===== config.mk =====
export PLATFORM = sky130hd
export DESIGN_NAME = load_window_offset_tuner_unit_flat
export DESIGN_NICKNAME = d
export VERILOG_FILES = /design/src/hdl/lwot_pkg.sv /design/src/hdl/lwot_in_if.sv /design/src/hdl/lwot_out_if.sv /design/src/hdl/lwot_div.sv /design/src/hdl/lwot_ring.sv /design/src/hdl/load_window_offset_tuner_unit.sv /design/src/flat_wrapper.sv
export SDC_FILE = /design/constraint.sdc
export NUM_CORES = 1
export LEC_CHECK = 0
export BUFFER_PORTS_ARGS = -buffer_cell sky130_fd_sc_hd__buf_2
export CAP_MARGIN = 25
export CORE_MARGIN = 1.5
export CORE_UTILIZATION = 30
export DETAILED_ROUTE_END_ITERATION = 12
export SYNTH_ARGS = -nofsm -noshare
export SYNTH_HDL_FRONTEND = slang
export SYNTH_HIERARCHICAL = 1
export SYNTH_SLANG_ARGS = --single-unit

===== constraint.sdc =====
create_clock -name clk -period 5.8 [get_ports clk]
set_input_delay 0.87 -clock clk [delete_from_list [all_inputs] [get_ports clk]]
set_output_delay 0.87 -clock clk [all_outputs]
set_load 0.005 [all_outputs]

===== src/hdl/lwot_pkg.sv =====
// ----------------------------------------------------------------------------
// Load window offset tuner package
// Types, widths and constants shared by the tuner's modules.
// ----------------------------------------------------------------------------
`timescale 1ns / 1ps
`default_nettype none

package lwot_pkg;

  // Usage in unsigned Q7.8 percent; full scale is 100.0 percent.
  localparam int unsigned USAGE_W    = 15;
  localparam int unsigned FULL_SCALE = 25600;

  // Serial usage divider: the dividend's top bits are always below the divisor,
  // so a quotient of USAGE_W bits is produced in that many steps.
  localparam int unsigned DIVIDEND_W = 31;
  localparam int unsigned DIVISOR_W  = 16;
  localparam int unsigned QUOT_W     = USAGE_W;
  localparam int unsigned STEP_W     = $clog2(QUOT_W + 1);

  // Configuration registers.
  localparam int unsigned CFG_DATA_W = 7;
  localparam int unsigned CFG_IDX_W  = 1;
  localparam logic [CFG_IDX_W-1:0] CFG_HIGH_THRESHOLD = 1'b0;
  localparam logic [CFG_IDX_W-1:0] CFG_LOW_THRESHOLD  = 1'b1;
  localparam logic [CFG_DATA_W-1:0] HIGH_THRESHOLD_RST = 7'd70;
  localparam logic [CFG_DATA_W-1:0] LOW_THRESHOLD_RST  = 7'd20;

  // Interval offset limits.
  localparam logic signed [7:0] OFFSET_MIN = 8'sh80;

  typedef logic [USAGE_W-1:0] usage_t;
  typedef logic signed [7:0]  offset_t;

  // Control of the sample ring memory.
  typedef struct packed {
    logic rd_en;
    logic wr_en;
    logic clear;
  } ring_ctl_t;

endpackage

`default_nettype wire


===== src/hdl/lwot_in_if.sv =====
// ----------------------------------------------------------------------------
// Load window offset tuner input channel
// Valid/ready channel carrying one load sample request.
// ----------------------------------------------------------------------------
`timescale 1ns / 1ps
`default_nettype none

interface lwot_in_if;
  logic        valid;
  logic        ready;
  logic [15:0] used_amount;
  logic [15:0] capacity;

  modport source (output valid, used_amount, capacity, input ready);
  modport sink   (input valid, used_amount, capacity, output ready);
endinterface

`default_nettype wire


===== src/hdl/lwot_out_if.sv =====
// ----------------------------------------------------------------------------
// Load window offset tuner result channel
// Valid/ready channel carrying one tuning result request.
// ----------------------------------------------------------------------------
`timescale 1ns / 1ps
`default_nettype none

interface lwot_out_if;
  logic              valid;
  logic              ready;
  logic signed [7:0] interval_offset;
  logic [14:0]       average_usage;
  logic              lowered;
  logic              raised;

  modport source (output valid, interval_offset, average_usage, lowered, raised,
                  input ready);
  modport sink   (input valid, interval_offset, average_usage, lowered, raised,
                  output ready);
endinterface

`default_nettype wire


===== src/hdl/lwot_div.sv =====
// ----------------------------------------------------------------------------
// Load window offset tuner serial divider
// Restoring divider, one quotient bit per cycle. The caller guarantees that
// the dividend's upper bits are below the divisor.
// ----------------------------------------------------------------------------
`timescale 1ns / 1ps
`default_nettype none

module lwot_div (
  input  wire logic                           clk,
  input  wire logic                           rst_n,
  input  wire logic                           start,
  input  wire logic [lwot_pkg::DIVIDEND_W-1:0] dividend,
  input  wire logic [lwot_pkg::DIVISOR_W-1:0]  divisor,
  output logic                                done,
  output logic [lwot_pkg::QUOT_W-1:0]          quotient
);
  import lwot_pkg::*;

  logic                 busy_r;
  logic                 done_r;
  logic [STEP_W-1:0]    cnt_r;
  logic [DIVISOR_W-1:0] rem_r;
  logic [DIVISOR_W-1:0] div_r;
  logic [QUOT_W-1:0]    num_r;
  logic [QUOT_W-1:0]    quo_r;

  logic [DIVISOR_W:0]   trial;
  logic                 ge;
  logic [DIVISOR_W-1:0] rem_nxt;

  assign trial   = {rem_r, num_r[QUOT_W-1]};
  assign ge      = trial >= {1'b0, div_r};
  assign rem_nxt = ge ? DIVISOR_W'(trial - {1'b0, div_r}) : trial[DIVISOR_W-1:0];

  always_ff @(posedge clk) begin
    if (!rst_n) begin
      busy_r <= 1'b0;
      done_r <= 1'b0;
      cnt_r  <= '0;
    end else begin
      done_r <= 1'b0;
      if (start) begin
        busy_r <= 1'b1;
        cnt_r  <= STEP_W'(QUOT_W);
      end else if (busy_r) begin
        cnt_r <= cnt_r - 1'b1;
        if (cnt_r == STEP_W'(1)) begin
          busy_r <= 1'b0;
          done_r <= 1'b1;
        end
      end
    end
  end

  always_ff @(posedge clk) begin
    if (start) begin
      rem_r <= dividend[DIVIDEND_W-1:QUOT_W];
      num_r <= dividend[QUOT_W-1:0];
      div_r <= divisor;
    end else if (busy_r) begin
      rem_r <= rem_nxt;
      num_r <= {num_r[QUOT_W-2:0], 1'b0};
      quo_r <= {quo_r[QUOT_W-2:0], ge};
    end
  end

  assign done     = done_r;
  assign quotient = quo_r;

endmodule

`default_nettype wire


===== src/hdl/lwot_ring.sv =====
// ----------------------------------------------------------------------------
// Load window offset tuner sample ring
// Synchronous memory of recent usage samples with a registered read port.
// Per-entry valid bits make a cleared entry read as zero.
// ----------------------------------------------------------------------------
`timescale 1ns / 1ps
`default_nettype none

module lwot_ring #(
  parameter int unsigned DEPTH  = 8,
  parameter int unsigned ADDR_W = 3
) (
  input  wire logic                 clk,
  input  wire logic                 rst_n,
  input  wire lwot_pkg::ring_ctl_t  ctl,
  input  wire logic [ADDR_W-1:0]    addr,
  input  wire lwot_pkg::usage_t     wr_data,
  output lwot_pkg::usage_t          rd_data
);
  import lwot_pkg::*;

  usage_t           mem [DEPTH];
  logic [DEPTH-1:0] valid_r;
  usage_t           mem_q_r;
  logic             vld_q_r;

  always_ff @(posedge clk) begin
    if (ctl.wr_en) begin
      mem[addr] <= wr_data;
    end
    if (ctl.rd_en) begin
      mem_q_r <= mem[addr];
    end
  end

  always_ff @(posedge clk) begin
    if (!rst_n || ctl.clear) begin
      valid_r <= '0;
      vld_q_r <= 1'b0;
    end else begin
      if (ctl.wr_en) begin
        valid_r[addr] <= 1'b1;
      end
      if (ctl.rd_en) begin
        vld_q_r <= valid_r[addr];
      end
    end
  end

  assign rd_data = vld_q_r ? mem_q_r : '0;

endmodule

`default_nettype wire


===== src/hdl/load_window_offset_tuner_unit.sv =====
// A request is taken when the block is idle and passes the load, usage divide
// (skipped when the used amount reaches capacity), ring update, average and
// decision steps; the next is taken only once its result is presented. The
// usage divider gives one bit per cycle; the average is a reciprocal multiply.
// Reset (rst_n, synchronous, active low) clears the ring, offset and counters,
// and restores the thresholds to 70 and 20 percent.
// ----------------------------------------------------------------------------
// Load window offset tuner
// Tracks resource usage over a window of recent samples and moves a
// non-positive interval offset with hysteresis.
// ----------------------------------------------------------------------------
`timescale 1ns / 1ps
`default_nettype none

module load_window_offset_tuner_unit #(
  parameter int unsigned WINDOW_SIZE = 8
) (
  input  wire logic                             clk,
  input  wire logic                             rst_n,
  lwot_in_if.sink                               in_ch,
  lwot_out_if.source                            out_ch,
  input  wire logic                             cfg_we,
  input  wire logic [lwot_pkg::CFG_IDX_W-1:0]   cfg_index,
  input  wire logic [lwot_pkg::CFG_DATA_W-1:0]  cfg_wdata
);
  import lwot_pkg::*;

  localparam int unsigned SLOT_W = $clog2(WINDOW_SIZE);
  localparam int unsigned CNT_W  = $clog2(WINDOW_SIZE + 1);
  localparam int unsigned SUM_W  = $clog2(WINDOW_SIZE * FULL_SCALE + 1);

  // The window average is sum * AVG_MULT >> AVG_SHIFT, where AVG_MULT is the
  // reciprocal of WINDOW_SIZE rounded up. The extra log2(WINDOW_SIZE) bits of
  // shift keep the rounding error below one step of the truncated quotient.
  localparam int unsigned AVG_SHIFT = SUM_W + $clog2(WINDOW_SIZE);
  localparam int unsigned MULT_W    = SUM_W + 1;
  localparam int unsigned PROD_W    = SUM_W + MULT_W;
  localparam logic [MULT_W-1:0] AVG_MULT =
    MULT_W'(((64'd1 << AVG_SHIFT) + 64'(WINDOW_SIZE) - 64'd1) / 64'(WINDOW_SIZE));

  // The sequencer walks one request through the multiply, the usage divide,
  // the ring update, the average scaling and the decision.
  typedef enum logic [2:0] {
    S_IDLE,
    S_LOAD,
    S_DIV_USE,
    S_ACC,
    S_AVG,
    S_DONE
  } state_t;

  state_t                 state_r;
  logic [CFG_DATA_W-1:0]  high_thr_r;
  logic [CFG_DATA_W-1:0]  low_thr_r;
  logic [DIVIDEND_W-1:0]  prod_r;
  logic [DIVISOR_W-1:0]   cap_r;
  logic                   sat_r;
  usage_t                 old_r;
  usage_t                 cur_r;
  usage_t                 avg_r;
  logic [SUM_W-1:0]       sum_r;
  logic [SLOT_W-1:0]      slot_r;
  logic [CNT_W-1:0]       cnt_r;
  offset_t                offset_r;

  logic                   out_valid_r;
  offset_t                out_offset_r;
  usage_t                 out_avg_r;
  logic                   out_lowered_r;
  logic                   out_raised_r;

  logic                   in_take;
  logic                   out_free;
  logic                   div_start;
  logic [DIVIDEND_W-1:0]  div_dividend;
  logic [DIVISOR_W-1:0]   div_divisor;
  logic                   div_done;
  usage_t                 div_quot;
  ring_ctl_t              ring_ctl;
  usage_t                 ring_rd;
  logic [SUM_W-1:0]       sum_nxt;
  logic [PROD_W-1:0]      avg_prod;
  logic                   full;
  logic                   lower_hit;
  logic                   raise_hit;
  offset_t                off_mid;
  offset_t                off_fin;

  assign in_ch.ready = (state_r == S_IDLE);
  assign in_take     = in_ch.valid && in_ch.ready;
  assign out_free    = !out_valid_r || out_ch.ready;

  // Running window sum: drop the sample being overwritten, add the new one.
  assign sum_nxt = sum_r - SUM_W'(old_r) + SUM_W'(cur_r);

  // Window average from the updated sum.
  assign avg_prod = PROD_W'(sum_r) * PROD_W'(AVG_MULT);

  // The divider forms used * 25600 / capacity, only when used is below
  // capacity, so the quotient fits. The operands were captured with the request.
  assign div_start    = (state_r == S_LOAD) && !sat_r;
  assign div_dividend = prod_r;
  assign div_divisor  = cap_r;

  lwot_div u_div (
    .clk      (clk),
    .rst_n    (rst_n),
    .start    (div_start),
    .dividend (div_dividend),
    .divisor  (div_divisor),
    .done     (div_done),
    .quotient (div_quot)
  );

  // The ring slot is read when a request is taken and written back in the
  // accumulate step; requests never overlap, so no forwarding is needed.
  assign ring_ctl.rd_en = in_take;
  assign ring_ctl.wr_en = (state_r == S_ACC);
  assign ring_ctl.clear = (state_r == S_DONE) && out_free && lower_hit;

  lwot_ring #(
    .DEPTH  (WINDOW_SIZE),
    .ADDR_W (SLOT_W)
  ) u_ring (
    .clk     (clk),
    .rst_n   (rst_n),
    .ctl     (ring_ctl),
    .addr    (slot_r),
    .wr_data (cur_r),
    .rd_data (ring_rd)
  );

  // Hysteresis decision. Lowering clears the history, which empties the
  // window, so a sample that lowers never also raises.
  assign full      = (cnt_r == CNT_W'(WINDOW_SIZE));
  assign lower_hit = full && (cur_r > avg_r) && (avg_r > {high_thr_r, 8'b0});
  assign off_mid   = lower_hit ? ((offset_r != OFFSET_MIN) ? offset_r - 8'sd1 : offset_r)
                               : offset_r;
  assign raise_hit = full && !lower_hit && (avg_r < {low_thr_r, 8'b0}) && off_mid[7];
  assign off_fin   = raise_hit ? off_mid + 8'sd1 : off_mid;

  always_ff @(posedge clk) begin
    if (!rst_n) begin
      high_thr_r <= HIGH_THRESHOLD_RST;
      low_thr_r  <= LOW_THRESHOLD_RST;
    end else if (cfg_we) begin
      unique case (cfg_index)
        CFG_HIGH_THRESHOLD: high_thr_r <= cfg_wdata;
        CFG_LOW_THRESHOLD:  low_thr_r  <= cfg_wdata;
        default: ;
      endcase
    end
  end

  // Sequencer with its state and registered outputs.
  always_ff @(posedge clk) begin
    if (!rst_n) begin
      state_r     <= S_IDLE;
      sum_r       <= '0;
      slot_r      <= '0;
      cnt_r       <= '0;
      offset_r    <= '0;
      out_valid_r <= 1'b0;
    end else begin
      // The finishing step sets the result valid itself when it presents one.
      if (out_ch.ready && (state_r != S_DONE)) begin
        out_valid_r <= 1'b0;
      end
      unique case (state_r)
        S_IDLE: begin
          if (in_take) begin
            prod_r  <= DIVIDEND_W'(in_ch.used_amount) * DIVIDEND_W'(FULL_SCALE);
            cap_r   <= in_ch.capacity;
            sat_r   <= (in_ch.used_amount >= in_ch.capacity);
            state_r <= S_LOAD;
          end
        end
        S_LOAD: begin
          // The overwritten sample arrives from the ring in this cycle.
          old_r <= ring_rd;
          if (sat_r) begin
            cur_r   <= usage_t'(FULL_SCALE);
            state_r <= S_ACC;
          end else begin
            state_r <= S_DIV_USE;
          end
        end
        S_DIV_USE: begin
          if (div_done) begin
            cur_r   <= div_quot;
            state_r <= S_ACC;
          end
        end
        S_ACC: begin
          sum_r   <= sum_nxt;
          slot_r  <= (slot_r == SLOT_W'(WINDOW_SIZE - 1)) ? '0 : slot_r + 1'b1;
          if (!full) begin
            cnt_r <= cnt_r + 1'b1;
          end
          state_r <= S_AVG;
        end
        S_AVG: begin
          avg_r   <= avg_prod[AVG_SHIFT +: USAGE_W];
          state_r <= S_DONE;
        end
        S_DONE: begin
          if (out_free) begin
            out_valid_r   <= 1'b1;
            out_offset_r  <= off_fin;
            out_avg_r     <= avg_r;
            out_lowered_r <= lower_hit;
            out_raised_r  <= raise_hit;
            offset_r      <= off_fin;
            if (lower_hit) begin
              sum_r  <= '0;
              slot_r <= '0;
              cnt_r  <= '0;
            end
            state_r <= S_IDLE;
          end
        end
        default: state_r <= S_IDLE;
      endcase
    end
  end

  assign out_ch.valid           = out_valid_r;
  assign out_ch.interval_offset = out_offset_r;
  assign out_ch.average_usage   = out_avg_r;
  assign out_ch.lowered         = out_lowered_r;
  assign out_ch.raised          = out_raised_r;

endmodule

`default_nettype wire


===== src/flat_wrapper.sv =====
// flat-port wrapper written by rule: the top's interface ports become plain ports
module load_window_offset_tuner_unit_flat import lwot_pkg::*;
#(
  parameter int unsigned WINDOW_SIZE = 8
)
  (clk, rst_n, cfg_we, cfg_index, cfg_wdata, in_ch_valid, in_ch_used_amount, in_ch_capacity, in_ch_ready, out_ch_valid, out_ch_interval_offset, out_ch_average_usage, out_ch_lowered, out_ch_raised, out_ch_ready);
  lwot_in_if in_ch_i ();
  lwot_out_if out_ch_i ();
  input  wire logic clk;
  input  wire logic rst_n;
  input  wire logic cfg_we;
  input  wire logic [lwot_pkg::CFG_IDX_W-1:0] cfg_index;
  input  wire logic [lwot_pkg::CFG_DATA_W-1:0] cfg_wdata;
  input wire logic [$bits(in_ch_i.valid)-1:0] in_ch_valid;
  input wire logic [$bits(in_ch_i.used_amount)-1:0] in_ch_used_amount;
  input wire logic [$bits(in_ch_i.capacity)-1:0] in_ch_capacity;
  output wire logic [$bits(in_ch_i.ready)-1:0] in_ch_ready;
  output wire logic [$bits(out_ch_i.valid)-1:0] out_ch_valid;
  output wire logic [$bits(out_ch_i.interval_offset)-1:0] out_ch_interval_offset;
  output wire logic [$bits(out_ch_i.average_usage)-1:0] out_ch_average_usage;
  output wire logic [$bits(out_ch_i.lowered)-1:0] out_ch_lowered;
  output wire logic [$bits(out_ch_i.raised)-1:0] out_ch_raised;
  input wire logic [$bits(out_ch_i.ready)-1:0] out_ch_ready;
  assign in_ch_i.valid = in_ch_valid;
  assign in_ch_i.used_amount = in_ch_used_amount;
  assign in_ch_i.capacity = in_ch_capacity;
  assign in_ch_ready = in_ch_i.ready;
  assign out_ch_valid = out_ch_i.valid;
  assign out_ch_interval_offset = out_ch_i.interval_offset;
  assign out_ch_average_usage = out_ch_i.average_usage;
  assign out_ch_lowered = out_ch_i.lowered;
  assign out_ch_raised = out_ch_i.raised;
  assign out_ch_i.ready = out_ch_ready;
  load_window_offset_tuner_unit #(.WINDOW_SIZE(WINDOW_SIZE)) u_core (.clk(clk), .rst_n(rst_n), .in_ch(in_ch_i), .out_ch(out_ch_i), .cfg_we(cfg_we), .cfg_index(cfg_index), .cfg_wdata(cfg_wdata));
endmodule

# Word level (Yosys, flattened, before mapping)
# Memory sizes are Yosys's and may differ from the RTL's. A register that Yosys moved wholly into a read port is not among the register bits.
# Cells that the tools add are included.
# Widths: inputs -> output; s select.
classes:
  magnitude_cmp: 7
  multipliers: 1
  bitwise_logic: 5
  n_mux: 42
  reduce_logical: 34
  add_sub_neg: 8
  eq_ne: 16
ops:
  columns: ["cell", "n"]
  rows:
  - ["$mux 15", 4]
  - ["$mux 16", 3]
  - ["$mux 18", 2]
  - ["$pmux 18 s2", 1]
  - ["$gt 15x15->1", 2]
  - ["$pmux 15 s2", 1]
  - ["$mux 8", 3]
  - ["$mul 16x5->21 const B", 1]
  - ["$mux 4", 5]
  - ["$add 18x15->18", 1]
  - ["$mux 3", 6]
  - ["$pmux 3 s6", 1]
  - ["$sub 18x15->18", 1]
  - ["$ge 17x16->1", 1]
  - ["$ge 16x16->1", 1]
  - ["$sub 16x16->16", 1]
  - ["$lt 15x15->1", 1]
  - ["$mux 1", 12]
  - ["$reduce_and 2->1", 6]
  - ["$reduce_and 3->1", 4]
  - ["$logic_and 1x1->1", 11]
  - ["$eq 3x3->1 const B", 3]
  - ["$add 8x2->8 const B", 1]
  - ["$ne 8x8->1 const B", 1]
  - ["25 further kinds", 40]
word_totals:
  memories: 1
  out_inout_bits: 27
  ff_bits: 235
  ramBits: 120
memory_table:
  columns: ["name", "depth", "width", "rd", "rd_clocked_by_memory_dff", "write_ports", "line_no", "source"]
  rows:
  - ["u_core.u_ring.mem", 8, 15, 1, 1, 1, "lwot_ring.sv:22", "usage_t mem [DEPTH];"]

# Depth between registers and ports, before layout
# Gate-level depths: netlist of run 1.
depth:
  ltp_word: 8
  ltp_mapped: 14
  ltp_nobuf: 14

# Hierarchy
# The synthesis of run 1 kept the hierarchy.
modules_own_cells:
  columns: ["mod", "area_each_um2", "instances", "seq_area_each_um2", "cells_each"]
  rows:
  - ["load_window_offset_tuner_unit", 9673.0, 1, 4264.1, 937]
  - ["lwot_ring", 5612.9, 1, 4234.1, 342]
  - ["lwot_div", 3732.3, 1, 1981.9, 317]

# Least setup slack after synthesis of run 1
# OpenSTA, ideal clock, no wires.
synth_timing:
  kind: "in2reg"
  startpoint: "in in_ch_used_amount[2]"
  endpoint: "reg u_core.prod_r[30], in the netlist u_core/div_dividend[30], data pin"
  slack_ns: 1.708
  stages: 13
  t_arrival_ns: 3.835
  setup_time_ns: 0.258
  path_cell_list: "ha_1 -> ha_1 -> fa_1 -> ha_1 -> nor2b_1 -> o21ai_0 -> a21boi_1 -> nor4_1 -> or4_1 -> a31oi_1 -> a211o_1 -> a21oi_1 -> xnor2_1"
synth_between:
  elab_chain_len: 1
synth_rtl:
  columns: ["item", "line_no", "source"]
  rows:
  - ["start: declaration", "flat_wrapper.sv:15", "input wire logic [$bits(in_ch_i.used_amount)-1:0] in_ch_used_amount;"]
  - ["$mul 16x5->21", "load_window_offset_tuner_unit.sv:172", "prod_r <= DIVIDEND_W'(in_ch.used_amount) * DIVIDEND_W'(FULL_SCALE);"]
  - ["end signal: assignment", "load_window_offset_tuner_unit.sv:172", null]
  - ["end: declaration", "load_window_offset_tuner_unit.sv:55", "logic [DIVIDEND_W-1:0] prod_r;"]
# Every way passes these cells.
# A chain may end at the register's enable or synchronous reset.

# Worst setup path after layout of run 1
layout_timing:
  startpoint: "reg u_core.cur_r[1]"
  endpoint: "reg u_core.sum_r[16]"
layout_between:
  elab_chain_len: 5
layout_rtl:
  columns: ["item", "line_no", "source"]
  rows:
  - ["start: declaration", "load_window_offset_tuner_unit.sv:59", "usage_t cur_r;"]
  - ["start signal: assignment", "load_window_offset_tuner_unit.sv:182", "cur_r <= usage_t'(FULL_SCALE);"]
  - ["start signal: assignment", "load_window_offset_tuner_unit.sv:190", "cur_r <= div_quot;"]
  - ["$gt 15x15->1", "load_window_offset_tuner_unit.sv:136", "assign lower_hit = full && (cur_r > avg_r) && (avg_r > {high_thr_r, 8'b0});"]
  - ["$logic_and 1x1->1 (2 in a row)", "load_window_offset_tuner_unit.sv:136", null]
  - ["$ne 2x1->1 (no source line)", null, null]
  - ["$reduce_and 3->1 (no source line)", null, null]
  - ["end signal: assignment", "load_window_offset_tuner_unit.sv:195", "sum_r <= sum_nxt;"]
  - ["end: declaration", "load_window_offset_tuner_unit.sv:61", "logic [SUM_W-1:0] sum_r;"]
# Parallel ways exist; a longest one is shown, timed or not.

==> metrics.md, run 1 <==
| Metric | Value |
|---|---|
| Final wirelength | `approximately 40 mm` |
| Clock-pin slew on the worst setup and hold paths | `roughly 0.06 ns` |
| Critical path, cell by cell | `inv_1, fa_1, inv_1, fa_1, a21o_1, a21o_1, a2111oi_0, o31ai_1, o41a_1, nand4_1, nand4b_1, xnor2_1, o21ai_0` |
| Detailed-placement wirelength estimate | `between 20 and 30 mm` |
| GPL Wtd Cong | `0.8397` |
| Synth top cells by count | `edfxtp_1 (305), inv_1 (200), ha_1 (139)` |
| Die H | `254.8 um` |
| Hold_buf cts | `0` |
| Yosys top cell area share | `0.4816` |
| Area Growth Syn to Fin | `14.57%` |
| Full die area | `roughly 65000 um^2` |
| CTS Sinks | `371` |
| 1st-pass router iterations | `5` |
| Max IR drop VDD | `0.0001883 V` |
| Die width | `254.8 um` |
| Row count | `92` |
| Seq/Total Area, Yosys | `0.5511` |
| Static Leak | `between 8 and 9 nW` |
| Critical Path RT | `6.30 ns` |
| CTS buffer count | `40` |
| H-Tree Depth | `2` |
| Worst slew pin tran | `1.071 ns` |
| Multi-input gate area | `7565 um^2` |
| Primary FF master, synth | `edfxtp_1` |
| Largest cells by area after synthesis | `edfxtp_1 (48%), ha_1 (9.1%), dfxtp_1 (6.9%)` |
| Max FO, Critical Path | `10` |
| Clock Tree Buf Depth | `3` |
| R2R Path Start | `u_core/cur_r[1]` |
| Max stage delay on crit path | `roughly 0.66 ns` |
| # fillers | `6231` |
| Antenna violations before repair | `0` |
| Grt total ovfl | `0` |
| Yosys reg bits | `371` |
| Slew margin rel. | `0.2854` |
| Tmin final | `4.089 ns` |
| Starting density of the core | `0.3026` |
| GRT Util Overall | `0.1237` |
| CP endpoint | `u_core/sum_r[16]` |
| Drt first-iter violations | `732` |
| Ys async rst share | `0` |
| WL/cell | `15.71 um` |
| Hold WS | `0.4204 ns` |
| Largest net degree at the start of global routing | `49` |
| DRC | `0` |
| Yosys warns | `6` |
| TNS Setup | `0 ns` |
| Power per cell area | `around 400 nW/um^2` |
| Crit end category | `flip-flop` |
| Core area | `62850 um^2` |
| Arr. time, crit path | `4.59 ns` |
| CP startpoint kind | `flip-flop` |
| IO buf count | `71` |
| Cell variety after synth | `88` |
| ANT nets after route | `0` |
| Ports | `72` |
| Vias | `12080` |
| Post-synth EDFFs | `305` |
| Final setup fails | `0` |
| Count leader, synth | `edfxtp_1` |
| Hold WC Path Type | `reg2reg` |
| Status | `finished, final reports clean` |
| Slowest CP cell | `a2111oi_0` |
| TritonCTS clock tree | `done` |
| Antenna diode count | `0` |
| Worst skew pair latency | `between 0.5 and 0.6 ns` |
| Fin. Hold Viols | `0` |
| First-pass GRT wire length | `63.80 mm` |
| Layout cells sized above 1 | `0.1279` |
| Vias in the first global route | `12100` |
| Skew final | `0.01813 ns` |
| Worst R2R Path Depth | `13` |
| Root Driver | `clkbuf_16` |
| Post-synthesis area per instance | `~12 um^2` |
| CTS resizes | `0` |
| Period utilization | `0.7049` |
| F_max | `244.6 MHz` |
| Synth area leader | `edfxtp_1` |
| RSZ-0062 raised after global routing | `false` |
| Max-cap violation count | `0` |
| Worst reg2reg setup slack | `1.71 ns` |
| Synth Instances | `1596` |
| Fin. max-slew vios | `0` |
| Post-Syn Area | `between 15000 and 20000 um^2` |
| Worst reg2reg endpoint | `u_core/sum_r[16]` |
| Post-CTS setup buffer count | `0` |
| Crit path kind | `reg2reg` |
| Net count, final | `1892` |
| Crit path launch | `u_core/cur_r[1]` |
| FF/Latch Area | `10480 um^2` |
| Pre-CTS setup slack | `about 1.2 ns` |
| Worst setup margin | `1.711 ns` |
| Vias/cell | `4.723` |
## area by class of cell
| class | instances | share of cell area |
|---|---|---|
| clock buffer | 52 | 0.04990 |
| clock inverter | 21 | 0.01344 |
| inverter | 202 | 0.03480 |
| multi-input combinational | 977 | 0.3472 |
| sequential | 371 | 0.4811 |
| tap | 846 | 0.04858 |
| timing repair buffer | 89 | 0.02498 |
## through the flow
stage               cell area [um^2]  cells  total power, mW  utilization
floorplan                      19050   1605            5.489            -
global placement               20310   2479            5.975       0.3231
detailed placement             20400   2484            6.037       0.3245
CTS                            21780   2557            8.756       0.3465
global route                   21790   2558            9.185       0.3467
finish                         21790   2558            8.676       0.3467
## per-layer routing
layer  track usage  share of wire
met4       0.04548          0.022
met1        0.1567           0.44
met3       0.01858          0.045
met5             0              0
met2        0.2130           0.49
## worst max-delay path, delay by kind of cell (launching register included)
| kind | cells | cell delay, ns |
|---|---|---|
| xor gates and xnor gates | 1 | 0.13 |
| adders and majority gates | 2 | 0.99 |
| DFF | 1 | 0.59 |
| buffers and inverters | 2 | 0.18 |
| and+or+nand+nor | 2 | 0.21 |
| AOI/OAI and AO/OA | 6 | 1.91 |
## cells in the final DEF (no fill, tap or decap), drive strengths merged, types with 6 or more instances in the layout
cell / netlist / routed
o211ai: 12 / 12
o2bb2ai: 9 / 9
nand3b: 7 / 7
edfxtp: 305 / 305
o221ai: 13 / 13
nor3: 18 / 18
clkbuf: 24 / 52
nand2b: 23 / 23
a31oi: 21 / 21
ha: 139 / 139
a211oi: 10 / 10
xor2: 19 / 19
or2: 6 / 6
nor2b: 16 / 16
xnor2: 34 / 34
dfxtp: 66 / 66
o21a: 8 / 8
a22oi: 14 / 14
buf: 31 / 89
o21ai: 41 / 41
mux2i: 31 / 31
nor2: 91 / 91
conb: 1 / 10
mux2: 29 / 29
nand3: 61 / 61
bufinv: 0 / 6
nand4: 14 / 14
a21o: 19 / 19
a21boi: 7 / 7
fa: 27 / 27
clkinv: 1 / 10
inv: 201 / 203
and2: 37 / 37
nand2: 89 / 89
a21oi: 79 / 79
## how the worst min path moves through the flow
stage                     depth (start not counted)        startpoint                endpoint  slack (ns)
after floorplan                                   0   u_core/cap_r[0]   u_core/u_div/div_r[0]        0.40
after global placement                            0   u_core/cap_r[4]   u_core/u_div/div_r[4]        0.40
after detailed placement                          0   u_core/cap_r[4]   u_core/u_div/div_r[4]        0.41
after CTS                                         0   u_core/cap_r[4]   u_core/u_div/div_r[4]        0.42
after global routing                              0  u_core/cap_r[10]  u_core/u_div/div_r[10]        0.43
final                                             0  u_core/cap_r[11]  u_core/u_div/div_r[11]        0.42
## kinds of logic (layout without fill, tap and decap cells)
logic type / count (synthesis) / in the layout / share of synthesized area
other cells: 1 / 10 / 0.0001972
flops: 371 / 371 / 0.5511
compound gates: 290 / 290 / 0.1055
xor+xnor: 53 / 53 / 0.02441
mux: 62 / 62 / 0.03586
fa+ha+maj: 166 / 166 / 0.1199
simple gates: 396 / 396 / 0.1071
buf+inv: 257 / 364 / 0.05599
## registers in the layout (all words and copies together), names as in the netlist, 16 cells and up
| signal | count |
|---|---|
| u_core/div_dividend | 21 |
| u_core/cap_r | 16 |
| u_core/u_ring/mem | 120 |
| u_core/u_div/rem_r | 16 |
| u_core/sum_r | 18 |
| u_core/u_div/div_r | 16 |
## report_power, final
| group | total [mW] | leakage (nW) | switching [mW] | internal [mW] |
|---|---|---|---|---|
| clock network | 2.68 | 0.664 | 1.07 | 1.61 |
| logic | 2.44 | 4.31 | 1.44 | 1.00 |
| registers | 3.56 | 3.32 | 0.197 | 3.36 |
(Power assumes the default switching activity.)
==> run 2: changes to the inputs <==
- clock period: 5.8 -> 3.55 ns (I/O delays scaled with it)
==> run 2 against run 1 <==
  * Combinational power grew 75%
  * Wire length increased by 3.2%
  * Maximum frequency grew 20%
  * Sequential cell count unchanged
  * Worst hold slack lost 0.24 ns
  * Critical path depth up 1
  * Clock power up 62%
  * Count of clock-buffer cells in the layout decreased by 3
  * First-iteration DRC count shrank 6.6%
  * Critical path type unchanged
  * Largest power group unchanged
  * Highest routed layer unchanged
==> metrics.md, run 2 (synthesis gave the netlist of run 1 again) <==
| Metric | Value |
|---|---|
| Register share of total power | `0.403 (was 0.410)` |
| H-Tree Depth | `2 (unchanged)` |
| Static Leak | `8.710 nW (was 8.292 nW)` |
| GPL Wtd Cong | `0.8633 (was 0.8397)` |
| Multi-input gate area | `7644 um^2 (was 7565 um^2)` |
| Layout cells sized above 1 | `0.1717 (was 0.1279)` |
| Critical Path RT | `3.99 ns (was 6.30 ns)` |
| Hold WC Path Type | `in2reg (was reg2reg)` |
| Final non-filler cell total | `2640 (was 2558)` |
| Antenna violations before repair | `0 (unchanged)` |
| Antenna diode count | `0 (unchanged)` |
| Root Driver | `clkbuf_16 (unchanged)` |
| RSZ-0062 raised after global routing | `false (unchanged)` |
| Area Growth Syn to Fin | `18.10% (was 14.57%)` |
| WL/cell | `15.71 um (about the same)` |
| Vias/cell | `4.689 (was 4.723)` |
| CP startpoint kind | `flip-flop (unchanged)` |
| Drt first-iter violations | `684 (was 732)` |
| Skew final | `0.02742 ns (was 0.01813 ns)` |
| Net count, final | `1972 (was 1892)` |
| Commonest non-fill, non-tap cells in the layout | `edfxtp_1 (305), inv_1 (200), ha_1 (134) (was edfxtp_1 (305), inv_1 (200), ha_1 (139))` |
| Core area | `62850 um^2 (unchanged)` |
| Max stage delay on crit path | `0.40 ns (was 0.66 ns)` |
| CTS Sinks | `371 (unchanged)` |
| Worst skew pair latency | `0.57 ns (about the same)` |
| Hold Path Depth | `1 (was 0)` |
| Full die area | `64910 um^2 (unchanged)` |
| Power per cell area | `640.7 nW/um^2 (was 398.2 nW/um^2)` |
| 1st-pass router iterations | `5 (unchanged)` |
| Hold_buf cts | `0 (unchanged)` |
| Fin. Hold Viols | `0 (unchanged)` |
| Die width | `254.8 um (unchanged)` |
| F_max | `294.3 MHz (was 244.6 MHz)` |
| TritonCTS clock tree | `done (unchanged)` |
| CTS buffer count | `42 (was 40)` |
| Pint | `9.883 mW (was 5.973 mW)` |
| FF/Latch Area | `10480 um^2 (unchanged)` |
| Max-cap violation count | `0 (unchanged)` |
| Max IR drop VDD | `0.0003457 V (was 0.0001883 V)` |
| Placed Area | `21000 um^2 (was 20400 um^2)` |
| P_sw | `4.509 mW (was 2.703 mW)` |
| Row count | `92 (unchanged)` |
| Net Sw Frac | `0.3133 (was 0.3115)` |
| Slowest CP cell | `edfxtp_1 (was a2111oi_0)` |
| Max reg flops | `120 (unchanged)` |
| Final setup fails | `0 (unchanged)` |
| Ports | `72 (unchanged)` |
| # fillers | `6177 (was 6231)` |
| Status | `finished, final reports clean (unchanged)` |
| Fin. max-slew vios | `0 (unchanged)` |
| Tmin final | `3.398 ns (was 4.089 ns)` |
| Biggest register | `u_core/u_ring/mem (unchanged)` |
| Detailed-placement wirelength estimate | `29.85 mm (was 28.04 mm)` |
| Clock group share of total power | `0.301 (was 0.308)` |
| DRC | `0 (unchanged)` |
| First-pass GRT wire length | `64.96 mm (was 63.80 mm)` |
| Final wirelength | `41.47 mm (was 40.18 mm)` |
| Worst R2R Path Depth | `14 (was 13)` |
| DP Cell Count | `2559 (was 2484)` |
| Max FO, Critical Path | `9 (was 10)` |
| Arr. time, crit path | `3.84 ns (was 4.59 ns)` |
| Critical path, cell by cell | `buf_4, buf_4, ha_1, nand3_1, nor4_1, buf_4, nor3_1, o31ai_2, a21oi_4, and2b_1, mux2i_1, ha_1, mux2_2, o311a_1 (was inv_1, fa_1, inv_1, fa_1, a21o_1, a21o_1, a2111oi_0, o31ai_1, o41a_1, nand4_1, nand4b_1, xnor2_1, o21ai_0)` |
| Worst slew pin tran | `0.9363 ns (was 1.071 ns)` |
| Worst path most repeated cell | `buf_4` |
| Largest net degree at the start of global routing | `45 (was 49)` |
| Slew margin rel. | `0.3758 (was 0.2854)` |
| M3 GR Usage | `0.02051 (was 0.01858)` |
| Vias in the first global route | `12270 (was 12100)` |
| Crit end category | `flip-flop (unchanged)` |
| Die H | `254.8 um (unchanged)` |
| Met2 usage | `0.2179 (was 0.2130)` |
| Most common cell after layout, fill and taps aside | `edfxtp_1 (unchanged)` |
| Vias | `12380 (was 12080)` |
| Starting density of the core | `0.3026 (unchanged)` |
| ANT nets after route | `0 (unchanged)` |
| Clock-pin slew on the worst setup and hold paths | `0.06 ns (about the same)` |
| IO buf count | `71 (unchanged)` |
| Combinational Power Share | `0.297 (was 0.281)` |
| Grt total ovfl | `0 (unchanged)` |
| Most Used Layer, Global Route | `met2 (unchanged)` |
| Clock Tree Buf Depth | `3 (unchanged)` |
| Fin area | `22460 um^2 (was 21790 um^2)` |
| Period utilization | `0.9573 (was 0.7049)` |
| GRT Util Overall | `0.1270 (was 0.1237)` |
| Met1 GRT Util | `0.1606 (was 0.1567)` |
| Crit path kind | `reg2reg (unchanged)` |
run 2: path summary, 6_finish.rpt:
check                                  startpoint                endpoint  slack [ns]
worst max register to register    u_core/cur_r[1]      u_core/offset_r[1]        0.15
worst min register to register   u_core/cap_r[15]  u_core/u_div/div_r[15]        0.42
worst max-delay path              u_core/cur_r[1]      u_core/offset_r[1]        0.15
worst min-delay path            in_ch_capacity[2]         u_core/cap_r[2]        0.18
run 2: critical path, delay by kind of cell (launching register included):
kind	cells	cell delay [ns]
AO/OA/AOI/OAI	3	0.65
AND/OR/NAND/NOR	4	0.61
adder cells (fa/ha/maj)	2	0.58
multiplexers	2	0.56
buffers and inverters	3	0.46
flip-flops	1	0.40
run 2: power by group through the flow:
stage | Sequential [mW] | Clock, mW | Combinational (mW)
6_report | 5.79 | 4.33 | 4.27
5_1_grt | 5.85 | 4.61 | 4.76
4_1_cts | 5.80 | 4.46 | 4.22
3_5_place_dp | 5.88 | 0 | 4.18
3_3_place_gp | 5.88 | 0 | 4.09
2_1_floorplan | 5.75 | 0 | 3.24
run 2: timing repair:
item	CTS	global route
setup buffers	0	4
pin swaps	0	5
endpoints found under the setup margin	1	3
gates cloned	0	0
hold endpoints to repair	0	0
resized for setup	2	5
run 2: per-stage QoR:
step                setup WS (ns)  power (mW)    util  TNS [ns]  hold WS [ns]
finish                     0.1517       14.39  0.3574         0        0.1799
global route             0.002259       15.22  0.3574         0        0.1587
CTS                       0.03619       14.48  0.3564         0        0.1401
detailed placement        -0.3411       10.06  0.3341    -1.167        0.4045
global placement          -0.2631       9.962  0.3336   -0.7687        0.4040
floorplan                 0.02318       8.989       -         0        0.4003
run 2: layout make-up:
cell class                      instances  share of cell area
Clock inverter                         28             0.01281
Inverter                              202             0.03376
Tap cell                              846             0.04713
Timing Repair Buffer                  167             0.04991
Clock buffer                           49             0.04936
Multi-Input combinational cell        977              0.3403
Sequential cell                       371              0.4667
run 2: per-layer routing:
layer	up-vias	wire, um
li1	6061	-
met1	6027	18710
met2	225	20220
met3	66	1497
met4	0	1041
met5	-	0
